## config.mk

```make
export PLATFORM = sky130hd
export DESIGN_NAME = sha256_message_hasher_unit
export DESIGN_NICKNAME = d
export VERILOG_FILES = /design/src/design/sha256_pkg.sv /design/src/design/sha256_message_hasher_unit.sv /design/src/design/sha256_datapath.sv /design/src/design/sha256_ctrl.sv
export SDC_FILE = /design/constraint.sdc
export NUM_CORES = 2
export LEC_CHECK = 0
export ABC_AREA = 0
export BUFFER_PORTS_ARGS = -buffer_cell sky130_fd_sc_hd__buf_2
export CAP_MARGIN = 25
export CORE_MARGIN = 2
export CORE_UTILIZATION = 50
export CTS_CLUSTER_SIZE = 16
export DETAILED_ROUTE_END_ITERATION = 7
export HOLD_SLACK_MARGIN = 0.02
export PLACE_DENSITY_LB_ADDON = 0.08
export SLEW_MARGIN = 5
export SYNTH_ARGS = -nofsm -noshare
export SYNTH_HDL_FRONTEND = slang
export SYNTH_SLANG_ARGS = --single-unit
```

## constraint.sdc

```tcl
create_clock -name clk -period 23 [get_ports clk]
set_input_delay 5.75 -clock clk [delete_from_list [all_inputs] [get_ports clk]]
set_output_delay 5.75 -clock clk [all_outputs]
set_load 0.02 [all_outputs]
```

## src/design/sha256_pkg.sv

```systemverilog
`timescale 1ns / 1ps
package sha256_pkg;

    typedef enum logic [2:0] {
        ST_IDLE,
        ST_PUSH,
        ST_ROUND,
        ST_FOLD,
        ST_PAD,
        ST_OUT
    } ctrl_state_t;

    // what the word pushed into the buffer is made of
    typedef enum logic [1:0] {
        SRC_DATA,
        SRC_ZERO,
        SRC_LEN_HI,
        SRC_LEN_LO
    } word_src_t;

    typedef struct packed {
        logic      init_chain;
        logic      push;
        word_src_t src;
        logic      load_vars;
        logic      round;
        logic      fold;
        logic      clear_msg;
        logic      add_len;
    } dp_cmd_t;

    typedef struct packed {
        logic [3:0] fill;
    } dp_stat_t;

    localparam logic [31:0] PAD_BYTE = 32'h0000_0080;

    localparam logic [31:0] INIT_HASH [8] = '{
        32'h6a09e667, 32'hbb67ae85, 32'h3c6ef372, 32'ha54ff53a,
        32'h510e527f, 32'h9b05688c, 32'h1f83d9ab, 32'h5be0cd19
    };

    localparam logic [31:0] ROUND_K [64] = '{
        32'h428a2f98, 32'h71374491, 32'hb5c0fbcf, 32'he9b5dba5,
        32'h3956c25b, 32'h59f111f1, 32'h923f82a4, 32'hab1c5ed5,
        32'hd807aa98, 32'h12835b01, 32'h243185be, 32'h550c7dc3,
        32'h72be5d74, 32'h80deb1fe, 32'h9bdc06a7, 32'hc19bf174,
        32'he49b69c1, 32'hefbe4786, 32'h0fc19dc6, 32'h240ca1cc,
        32'h2de92c6f, 32'h4a7484aa, 32'h5cb0a9dc, 32'h76f988da,
        32'h983e5152, 32'ha831c66d, 32'hb00327c8, 32'hbf597fc7,
        32'hc6e00bf3, 32'hd5a79147, 32'h06ca6351, 32'h14292967,
        32'h27b70a85, 32'h2e1b2138, 32'h4d2c6dfc, 32'h53380d13,
        32'h650a7354, 32'h766a0abb, 32'h81c2c92e, 32'h92722c85,
        32'ha2bfe8a1, 32'ha81a664b, 32'hc24b8b70, 32'hc76c51a3,
        32'hd192e819, 32'hd6990624, 32'hf40e3585, 32'h106aa070,
        32'h19a4c116, 32'h1e376c08, 32'h2748774c, 32'h34b0bcb5,
        32'h391c0cb3, 32'h4ed8aa4a, 32'h5b9cca4f, 32'h682e6ff3,
        32'h748f82ee, 32'h78a5636f, 32'h84c87814, 32'h8cc70208,
        32'h90befffa, 32'ha4506ceb, 32'hbef9a3f7, 32'hc67178f2
    };

endpackage

```

## src/design/sha256_message_hasher_unit.sv

```systemverilog
`timescale 1ns / 1ps
// SHA-256 hasher, one word per input transfer.
// A non-final word is accepted and then pushed into the block buffer; a word that fills
// a block adds the 64 rounds (one round per cycle) and a fold into the chain hash.
// The final word adds padding pushes and one or two blocks, then 8 output transfers.
// Reset (rst_n low, async) loads the initial hash and clears length and fill.
module sha256_message_hasher_unit (
    input  logic        clk,
    input  logic        rst_n,
    input  logic        in_valid,
    output logic        in_ready,
    input  logic [31:0] data_word,
    input  logic [2:0]  valid_bytes,
    input  logic        last_word,
    output logic        out_valid,
    input  logic        out_ready,
    output logic [31:0] digest_word,
    output logic [2:0]  word_index,
    output logic        digest_last
);
    import sha256_pkg::*;

    dp_cmd_t     cmd;
    dp_stat_t    stat;
    logic [31:0] word_mux;
    logic [2:0]  bytes_eff;
    logic [5:0]  round_idx;
    logic [2:0]  out_idx;

    sha256_ctrl u_ctrl (
        .clk       (clk),
        .rst_n     (rst_n),
        .in_valid  (in_valid),
        .in_ready  (in_ready),
        .in_data   (data_word),
        .in_count  (valid_bytes),
        .in_last   (last_word),
        .out_valid (out_valid),
        .out_ready (out_ready),
        .stat      (stat),
        .cmd       (cmd),
        .word_mux  (word_mux),
        .bytes_eff (bytes_eff),
        .round_idx (round_idx),
        .out_idx   (out_idx)
    );

    sha256_datapath u_dp (
        .clk        (clk),
        .rst_n      (rst_n),
        .cmd        (cmd),
        .in_word    (word_mux),
        .in_bytes   (bytes_eff),
        .round_idx  (round_idx),
        .out_idx    (out_idx),
        .stat       (stat),
        .chain_word (digest_word)
    );

    assign word_index  = out_idx;
    assign digest_last = (out_idx == 3'd7);

endmodule

```

## src/design/sha256_datapath.sv

```systemverilog
`timescale 1ns / 1ps
module sha256_datapath (
    input  logic                clk,
    input  logic                rst_n,
    input  sha256_pkg::dp_cmd_t cmd,
    input  logic [31:0]         in_word,
    input  logic [2:0]          in_bytes,
    input  logic [5:0]          round_idx,
    input  logic [2:0]          out_idx,
    output sha256_pkg::dp_stat_t stat,
    output logic [31:0]         chain_word
);
    import sha256_pkg::*;

    function automatic logic [31:0] rotr(input logic [31:0] x, input int n);
        rotr = (x >> n) | (x << (32 - n));
    endfunction

    logic [31:0] chain_reg [8];
    logic [31:0] sched_reg [16];
    logic [31:0] vars_reg  [8];
    logic [63:0] len_reg;
    logic [3:0]  fill_reg;

    logic [31:0] push_word;
    logic [31:0] w, x15, x2, s0, s1, wn;
    logic [31:0] big0, big1, ch, maj, t1, t2;
    logic [3:0]  ri;

    assign stat.fill  = fill_reg;
    assign chain_word = chain_reg[out_idx];
    assign ri = round_idx[3:0];

    // buffer word selection
    always_comb
    begin
        case (cmd.src)
            SRC_DATA:   push_word = in_word;
            SRC_ZERO:   push_word = '0;
            SRC_LEN_HI: push_word = len_reg[63:32];
            SRC_LEN_LO: push_word = len_reg[31:0];
            default:    push_word = '0;
        endcase
    end

    // schedule expansion and one round
    always_comb
    begin
        x15 = sched_reg[ri + 4'd1];
        x2  = sched_reg[ri + 4'd14];
        s0  = rotr(x15, 7) ^ rotr(x15, 18) ^ (x15 >> 3);
        s1  = rotr(x2, 17) ^ rotr(x2, 19) ^ (x2 >> 10);
        wn  = sched_reg[ri] + s0 + sched_reg[ri + 4'd9] + s1;
        w   = (round_idx < 6'd16) ? sched_reg[ri] : wn;
        big1 = rotr(vars_reg[4], 6) ^ rotr(vars_reg[4], 11) ^ rotr(vars_reg[4], 25);
        ch   = (vars_reg[4] & vars_reg[5]) ^ (~vars_reg[4] & vars_reg[6]);
        t1   = vars_reg[7] + big1 + ch + ROUND_K[round_idx] + w;
        big0 = rotr(vars_reg[0], 2) ^ rotr(vars_reg[0], 13) ^ rotr(vars_reg[0], 22);
        maj  = (vars_reg[0] & vars_reg[1]) ^ (vars_reg[0] & vars_reg[2])
             ^ (vars_reg[1] & vars_reg[2]);
        t2   = big0 + maj;
    end

    // control-ish state: length, fill and chain hash
    always_ff @(posedge clk or negedge rst_n)
    begin
        if (!rst_n)
        begin
            len_reg  <= '0;
            fill_reg <= '0;
            for (int i = 0; i < 8; i++)
                chain_reg[i] <= INIT_HASH[i];
        end
        else
        begin
            if (cmd.add_len)
                len_reg <= len_reg + {58'd0, in_bytes, 3'd0};
            if (cmd.push)
                fill_reg <= fill_reg + 4'd1;
            if (cmd.clear_msg)
            begin
                len_reg  <= '0;
                fill_reg <= '0;
            end
            if (cmd.init_chain)
            begin
                for (int i = 0; i < 8; i++)
                    chain_reg[i] <= INIT_HASH[i];
            end
            else if (cmd.fold)
            begin
                for (int i = 0; i < 8; i++)
                    chain_reg[i] <= chain_reg[i] + vars_reg[i];
            end
        end
    end

    // schedule buffer and working variables
    always_ff @(posedge clk)
    begin
        if (cmd.push)
            sched_reg[fill_reg] <= push_word;
        else if (cmd.round && round_idx >= 6'd16)
            sched_reg[ri] <= wn;
        if (cmd.load_vars)
        begin
            for (int i = 0; i < 8; i++)
                vars_reg[i] <= chain_reg[i];
        end
        else if (cmd.round)
        begin
            vars_reg[7] <= vars_reg[6];
            vars_reg[6] <= vars_reg[5];
            vars_reg[5] <= vars_reg[4];
            vars_reg[4] <= vars_reg[3] + t1;
            vars_reg[3] <= vars_reg[2];
            vars_reg[2] <= vars_reg[1];
            vars_reg[1] <= vars_reg[0];
            vars_reg[0] <= t1 + t2;
        end
    end

endmodule

```

## src/design/sha256_ctrl.sv

```systemverilog
`timescale 1ns / 1ps
module sha256_ctrl (
    input  logic                 clk,
    input  logic                 rst_n,
    input  logic                 in_valid,
    output logic                 in_ready,
    input  logic [31:0]          in_data,
    input  logic [2:0]           in_count,
    input  logic                 in_last,
    output logic                 out_valid,
    input  logic                 out_ready,
    input  sha256_pkg::dp_stat_t stat,
    output sha256_pkg::dp_cmd_t  cmd,
    output logic [31:0]          word_mux,
    output logic [2:0]           bytes_eff,
    output logic [5:0]           round_idx,
    output logic [2:0]           out_idx
);
    import sha256_pkg::*;

    ctrl_state_t state_reg, state_next;
    logic [5:0]  round_reg, round_next;
    logic [2:0]  oidx_reg, oidx_next;
    // pad progress is kept in the three flags below
    logic        fin_reg, fin_next;      // final word seen
    logic        pad80_reg, pad80_next;  // standalone 0x80 word still owed
    logic [1:0]  len_reg, len_next;      // length words pushed
    logic [31:0] word_reg;
    logic [2:0]  nb_reg;
    logic        accept;
    logic [31:0] mask;

    assign accept    = in_valid && in_ready;
    assign round_idx = round_reg;
    assign out_idx   = oidx_reg;
    assign in_ready  = (state_reg == ST_IDLE);
    assign out_valid = (state_reg == ST_OUT);
    assign bytes_eff = nb_reg;

    // capture the word and its effective byte count
    always_ff @(posedge clk)
    begin
        if (accept)
        begin
            word_reg <= in_data;
            if (!in_last || in_count > 3'd4)
                nb_reg <= 3'd4;
            else
                nb_reg <= in_count;
        end
    end

    // data word with masking and pad byte for the final word
    always_comb
    begin
        mask = '1;
        case (nb_reg)
            3'd0:    mask = 32'h0000_0000;
            3'd1:    mask = 32'hff00_0000;
            3'd2:    mask = 32'hffff_0000;
            3'd3:    mask = 32'hffff_ff00;
            default: mask = 32'hffff_ffff;
        endcase
        if (pad80_reg)
            word_mux = PAD_BYTE << 24;
        else if (fin_reg && nb_reg != 3'd4)
            word_mux = (word_reg & mask) | (PAD_BYTE << (5'd24 - {nb_reg[1:0], 3'd0}));
        else
            word_mux = word_reg;
    end

    always_ff @(posedge clk or negedge rst_n)
    begin
        if (!rst_n)
        begin
            state_reg <= ST_IDLE;
            round_reg <= '0;
            oidx_reg  <= '0;
            fin_reg   <= 1'b0;
            pad80_reg <= 1'b0;
            len_reg   <= '0;
        end
        else
        begin
            state_reg <= state_next;
            round_reg <= round_next;
            oidx_reg  <= oidx_next;
            fin_reg   <= fin_next;
            pad80_reg <= pad80_next;
            len_reg   <= len_next;
        end
    end

    // next state
    always_comb
    begin
        state_next = state_reg;
        round_next = round_reg;
        oidx_next  = oidx_reg;
        fin_next   = fin_reg;
        pad80_next = pad80_reg;
        len_next   = len_reg;
        case (state_reg)
            ST_IDLE:
            begin
                if (accept)
                begin
                    state_next = ST_PUSH;
                    fin_next   = in_last;
                    pad80_next = 1'b0;
                    len_next   = '0;
                end
            end
            ST_PUSH:
            begin
                // pushes data word (or a 0x80 word) then decides
                if (fin_reg && nb_reg == 3'd4 && !pad80_reg)
                    pad80_next = 1'b1;
                else
                    pad80_next = 1'b0;
                if (stat.fill == 4'd15)
                begin
                    state_next = ST_ROUND;
                    round_next = '0;
                end
                else if (fin_reg)
                    state_next = (fin_reg && nb_reg == 3'd4 && !pad80_reg) ? ST_PUSH : ST_PAD;
                else
                    state_next = ST_IDLE;
            end
            ST_ROUND:
            begin
                round_next = round_reg + 6'd1;
                if (round_reg == 6'd63)
                    state_next = ST_FOLD;
            end
            ST_FOLD:
            begin
                if (!fin_reg)
                    state_next = ST_IDLE;
                else if (len_reg == 2'd2)
                begin
                    state_next = ST_OUT;
                    oidx_next  = '0;
                end
                else if (pad80_reg)
                    state_next = ST_PUSH;
                else
                    state_next = ST_PAD;
            end
            ST_PAD:
            begin
                // length goes in slots 14 and 15 of one block only
                if (stat.fill == 4'd14 || (stat.fill == 4'd15 && len_reg == 2'd1))
                    len_next = len_reg + 2'd1;
                if (stat.fill == 4'd15)
                begin
                    state_next = ST_ROUND;
                    round_next = '0;
                end
            end
            ST_OUT:
            begin
                if (out_ready)
                begin
                    oidx_next = oidx_reg + 3'd1;
                    if (oidx_reg == 3'd7)
                    begin
                        state_next = ST_IDLE;
                        fin_next   = 1'b0;
                        len_next   = '0;
                    end
                end
            end
            default: state_next = ST_IDLE;
        endcase
    end

    // datapath commands
    always_comb
    begin
        cmd = '0;
        cmd.src = SRC_DATA;
        case (state_reg)
            ST_IDLE:
            begin
                cmd.add_len = 1'b0;
            end
            ST_PUSH:
            begin
                cmd.push    = 1'b1;
                cmd.src     = SRC_DATA;
                cmd.add_len = !pad80_reg;
                cmd.load_vars = (stat.fill == 4'd15);
            end
            ST_ROUND:
            begin
                cmd.round = 1'b1;
            end
            ST_FOLD:
            begin
                cmd.fold = 1'b1;
            end
            ST_PAD:
            begin
                cmd.push = 1'b1;
                if (stat.fill == 4'd14)
                    cmd.src = SRC_LEN_HI;
                else if (stat.fill == 4'd15 && len_reg == 2'd1)
                    cmd.src = SRC_LEN_LO;
                else
                    cmd.src = SRC_ZERO;
                cmd.load_vars = (stat.fill == 4'd15);
            end
            ST_OUT:
            begin
                if (out_ready && oidx_reg == 3'd7)
                begin
                    cmd.init_chain = 1'b1;
                    cmd.clear_msg  = 1'b1;
                end
            end
            default: cmd = '0;
        endcase
    end

endmodule

```

==> impl_metrics.csv <==
group,metric,value,unit
job,max_cap_viol_count,0,
power,power_density,47.79,nW/um2
timing,final-setup-viol-count,0,
worst_setup_path,arrival,15600,ps
drt,num_vias,65380,
clocking,htree_num_levels,4,
floorplan,die_x,413.4,um
clocking,cts_resized,0,
worst_setup_path,required,23530,ps
layout,syn2layout_area_growth,8.777,%
synth,synth_top_family_by_area,"multiplexers",
global_routing,grt_max_degree,147,
worst_setup_path,cpPeakStageDelay,780,ps
place,gp_congestion,0.9868,
timing,clock-skew-final,37.73,ps
floorplan,start_util,0.5023,
global_routing,antenna_found_initial,5,
layout,final_nets,8341,
synth,synth_cell_types,86,
synth,syn_avg_cell_area,10.79,um2
outcome,status,"completed",
worst_setup_path,critical_path_peak_fanout,126,
power,ir_drop,0.00007990,V
timing,period_share,0.6553,
synth,synth_compound_area_frac,0.1338,
synth,yosysSeqAreaShare,0.3904,
power,finalPower,4.357,mW
synth,synth_edf_count,803,
synth,synth_ff_type,"edfxtp_1",
power,pwr-share-clk,0.495,
place,place_hpwl,215.9,mm
synth,synth_mux_area_frac,0.1562,
layout,layout_common_cells,"nand2_1 (1023), edfxtp_1 (803), o21ai_0 (497)",
worst_setup_path,crit_buf_inv,7,
drt,totalWireLength,302.9,mm
drt,viasPerCell,6.528,
drt,dr.pass1.iters,8,
min_path,hold_path.class,"flip-flop to flip-flop",
clocking,clkTransAtPathRegs,70,ps
floorplan,fp.dieH,413.4,um
timing,relSlewSlack,0.1657,
layout,final_common_cell,"nand2_1",
synth,synth_cells,7765,
drt,wl_per_cell,30.25,um
synth,syn_area,83810,um2
global_routing,gr-total-overflow,0,
timing,finalCriticalPeriod,15070,ps
drt,drc,0,
global_routing,grt_pass1_vias,63010,
power,power.internal,3.424,mW
synth,syn_nets,8405,
synth,ys_ff_latch,1140,
floorplan,die_area,170900,um2
floorplan,io_pins,78,
worst_setup_path,critPathKind,"flip-flop to flip-flop",
synth,async_reset_ff_frac,0.2956,
timing,setup_tns,0,ps
drt,antenna_left,0,
synth,synth-simple-area-share,0.1069,
timing,hold_violations,0,
floorplan,rows,150,
worst_setup_path,critPathCaptureType,"flip-flop",
worst_setup_path,critical-path-top-delay-family,"compound AO/OA/AOI/OAI gates",
clocking,cts.sinks,1140,
timing,worstMarginPinSlew,1251,ps
clocking,clock_latency,820,ps
clocking,cts_tree,"built",
place,port_buffers,77,
power,netSwitchingPower,0.9323,mW
clocking,root_buffer,"clkbuf_16",
clocking,cts_hold_buf,0,
global_routing,track_usage,0.3527,
power,share_comb_of_total_power,0.004,
synth,synth_fa_ha_area_frac,0.1077,
layout,largest_reg_flops,512,
timing,slew_violations,0,
timing,rsz0062_at_grt,"no",
timing,max_freq,0.06635,GHz
worst_setup_path,cp-start-kind,"flip-flop",
synth,synth-xor-area-share,0.06527,
layout,drive_gt1_frac,0.1509,
global_routing,grt_pass1_wl,436.8,mm
clocking,postCtsSetupBuffers,0,
clocking,cts_inserted_buffers,136,
power,p_leak,35.34,nW
worst_setup_path,cpMostUsedCell,"o21ai_0",
power,p_seq_frac,0.500,
clocking,clock_path_buffers,3,
worst_setup_path,crit_slowest_cell,"dfrtp_4",
drt,drt_iter0_drc,7969,
power,swShare,0.2140,
synth,synth_warnings,0,
floorplan,coreArea,166800,um2
==> metal layers <==
layer / share of wire / wire [um] / vias up / global-route usage
met4: 0.069 / 20900 / 6 / 0.2102
met1: 0.39 / 117500 / 33090 / 0.4560
met2: 0.47 / 141000 / 3117 / 0.5602
met3: 0.077 / 23460 / 662 / 0.05746
li1: - / - / 28500 / -
met5: 0.00013 / 40 / - / 0
==> worst register-to-register path: cells and delay by family, from the launching register on <==
| family | cells | cell delay (ps) |
|---|---|---|
| AOI/OAI and AO/OA | 18 | 4260 |
| buffers and inverters | 7 | 3320 |
| adders and majority gates | 7 | 2850 |
| and+or+nand+nor | 6 | 1310 |
| muxes | 2 | 1150 |
| xor gates and xnor gates | 5 | 1140 |
| DFF | 1 | 780 |
==> cell families after synthesis <==
family                     Yosys count
AOI/OAI and AO/OA                 1782
DFF                               1140
xor gates and xnor gates           623
and+or+nand+nor                   2061
adders and majority gates          605
buffers and inverters              859
muxes                              695
==> power groups by stage <==
| stage | sequential [mW] | combinational [mW] | clock, mW |
|---|---|---|---|
| 2_1_floorplan | 2.22 | 0.000347 | 0 |
| 3_3_place_gp | 2.22 | 0.0190 | 0 |
| 3_5_place_dp | 2.22 | 0.0192 | 0 |
| 4_1_cts | 2.18 | 0.0193 | 2.19 |
| 5_1_grt | 2.18 | 0.0214 | 2.27 |
| 6_report | 2.18 | 0.0189 | 2.16 |
==> stage by stage <==
| step | util | cells | hold WS [ps] | instance area (um2) | setup slack (ps) |
|---|---|---|---|---|---|
| final | 0.5464 | 10020 | 525.4 | 91160 | 7929 |
| after global routing | 0.5464 | 10010 | 538.8 | 91160 | 6921 |
| after detailed placement | 0.5199 | 9757 | 509.2 | 86740 | 8034 |
| after CTS | 0.5457 | 10000 | 517.4 | 91040 | 8051 |
| after global placement | 0.5192 | 9743 | 494.2 | 86630 | 8157 |
| after floorplan | - | 7765 | 472.0 | 83810 | 10760 |
==> worst paths after layout <==
path	slack, ps	from	cells after the start	endpoint
min in group asynchronous	5000	rst_n	1	u_dp.chain_reg[231]
max in group asynchronous	15500	rst_n	5	u_dp.len_reg[41]
hold reg to reg	530	u_dp.chain_reg[63]	1	u_dp.chain_reg[63]
hold / removal	530	u_dp.chain_reg[63]	1	u_dp.chain_reg[63]
setup reg to reg	7930	u_ctrl.round_idx[0]	45	u_dp.vars_reg[0][29]
setup / recovery	7930	u_ctrl.round_idx[0]	45	u_dp.vars_reg[0][29]
==> synthesized netlist by cell type (all sizes together), types with 35 or more instances <==
master  instances  area share
nand3         144      0.0086
o21ai         500       0.030
o21bai         52      0.0047
nand4          37      0.0028
clkbuf        334       0.015
fa            196       0.047
nor2b          55      0.0041
o221ai         48      0.0050
dfstp         136       0.043
ha            404       0.060
a211oi         42      0.0038
nand2        1029       0.046
and3           42      0.0031
inv           415       0.019
nand2b         64      0.0048
xnor2         317       0.033
a21oi         491       0.029
o21a           46      0.0041
mux2i         173       0.021
nor3          118      0.0070
dfrtp         201       0.060
edfxtp        803        0.29
xor2          305       0.032
a221oi         42      0.0044
nor2          448       0.020
a21o          218       0.020
a31oi          60      0.0045
mux4          487        0.13
buf           110      0.0061
mux2           35      0.0047
==> final cells by class <==
| class | count | area (um2) |
|---|---|---|
| clock inverters | 66 | 626.9 |
| repair buffers | 242 | 1763 |
| inverters | 415 | 1565 |
| diodes | 2 | 5.005 |
| flip-flops and latches | 1140 | 32740 |
| clock buffers | 180 | 3681 |
| multi-input cells | 5766 | 48020 |
| fillers | 14370 | 75690 |
| well taps | 2204 | 2758 |
Note: power is estimated with default switching activity, not from simulation.
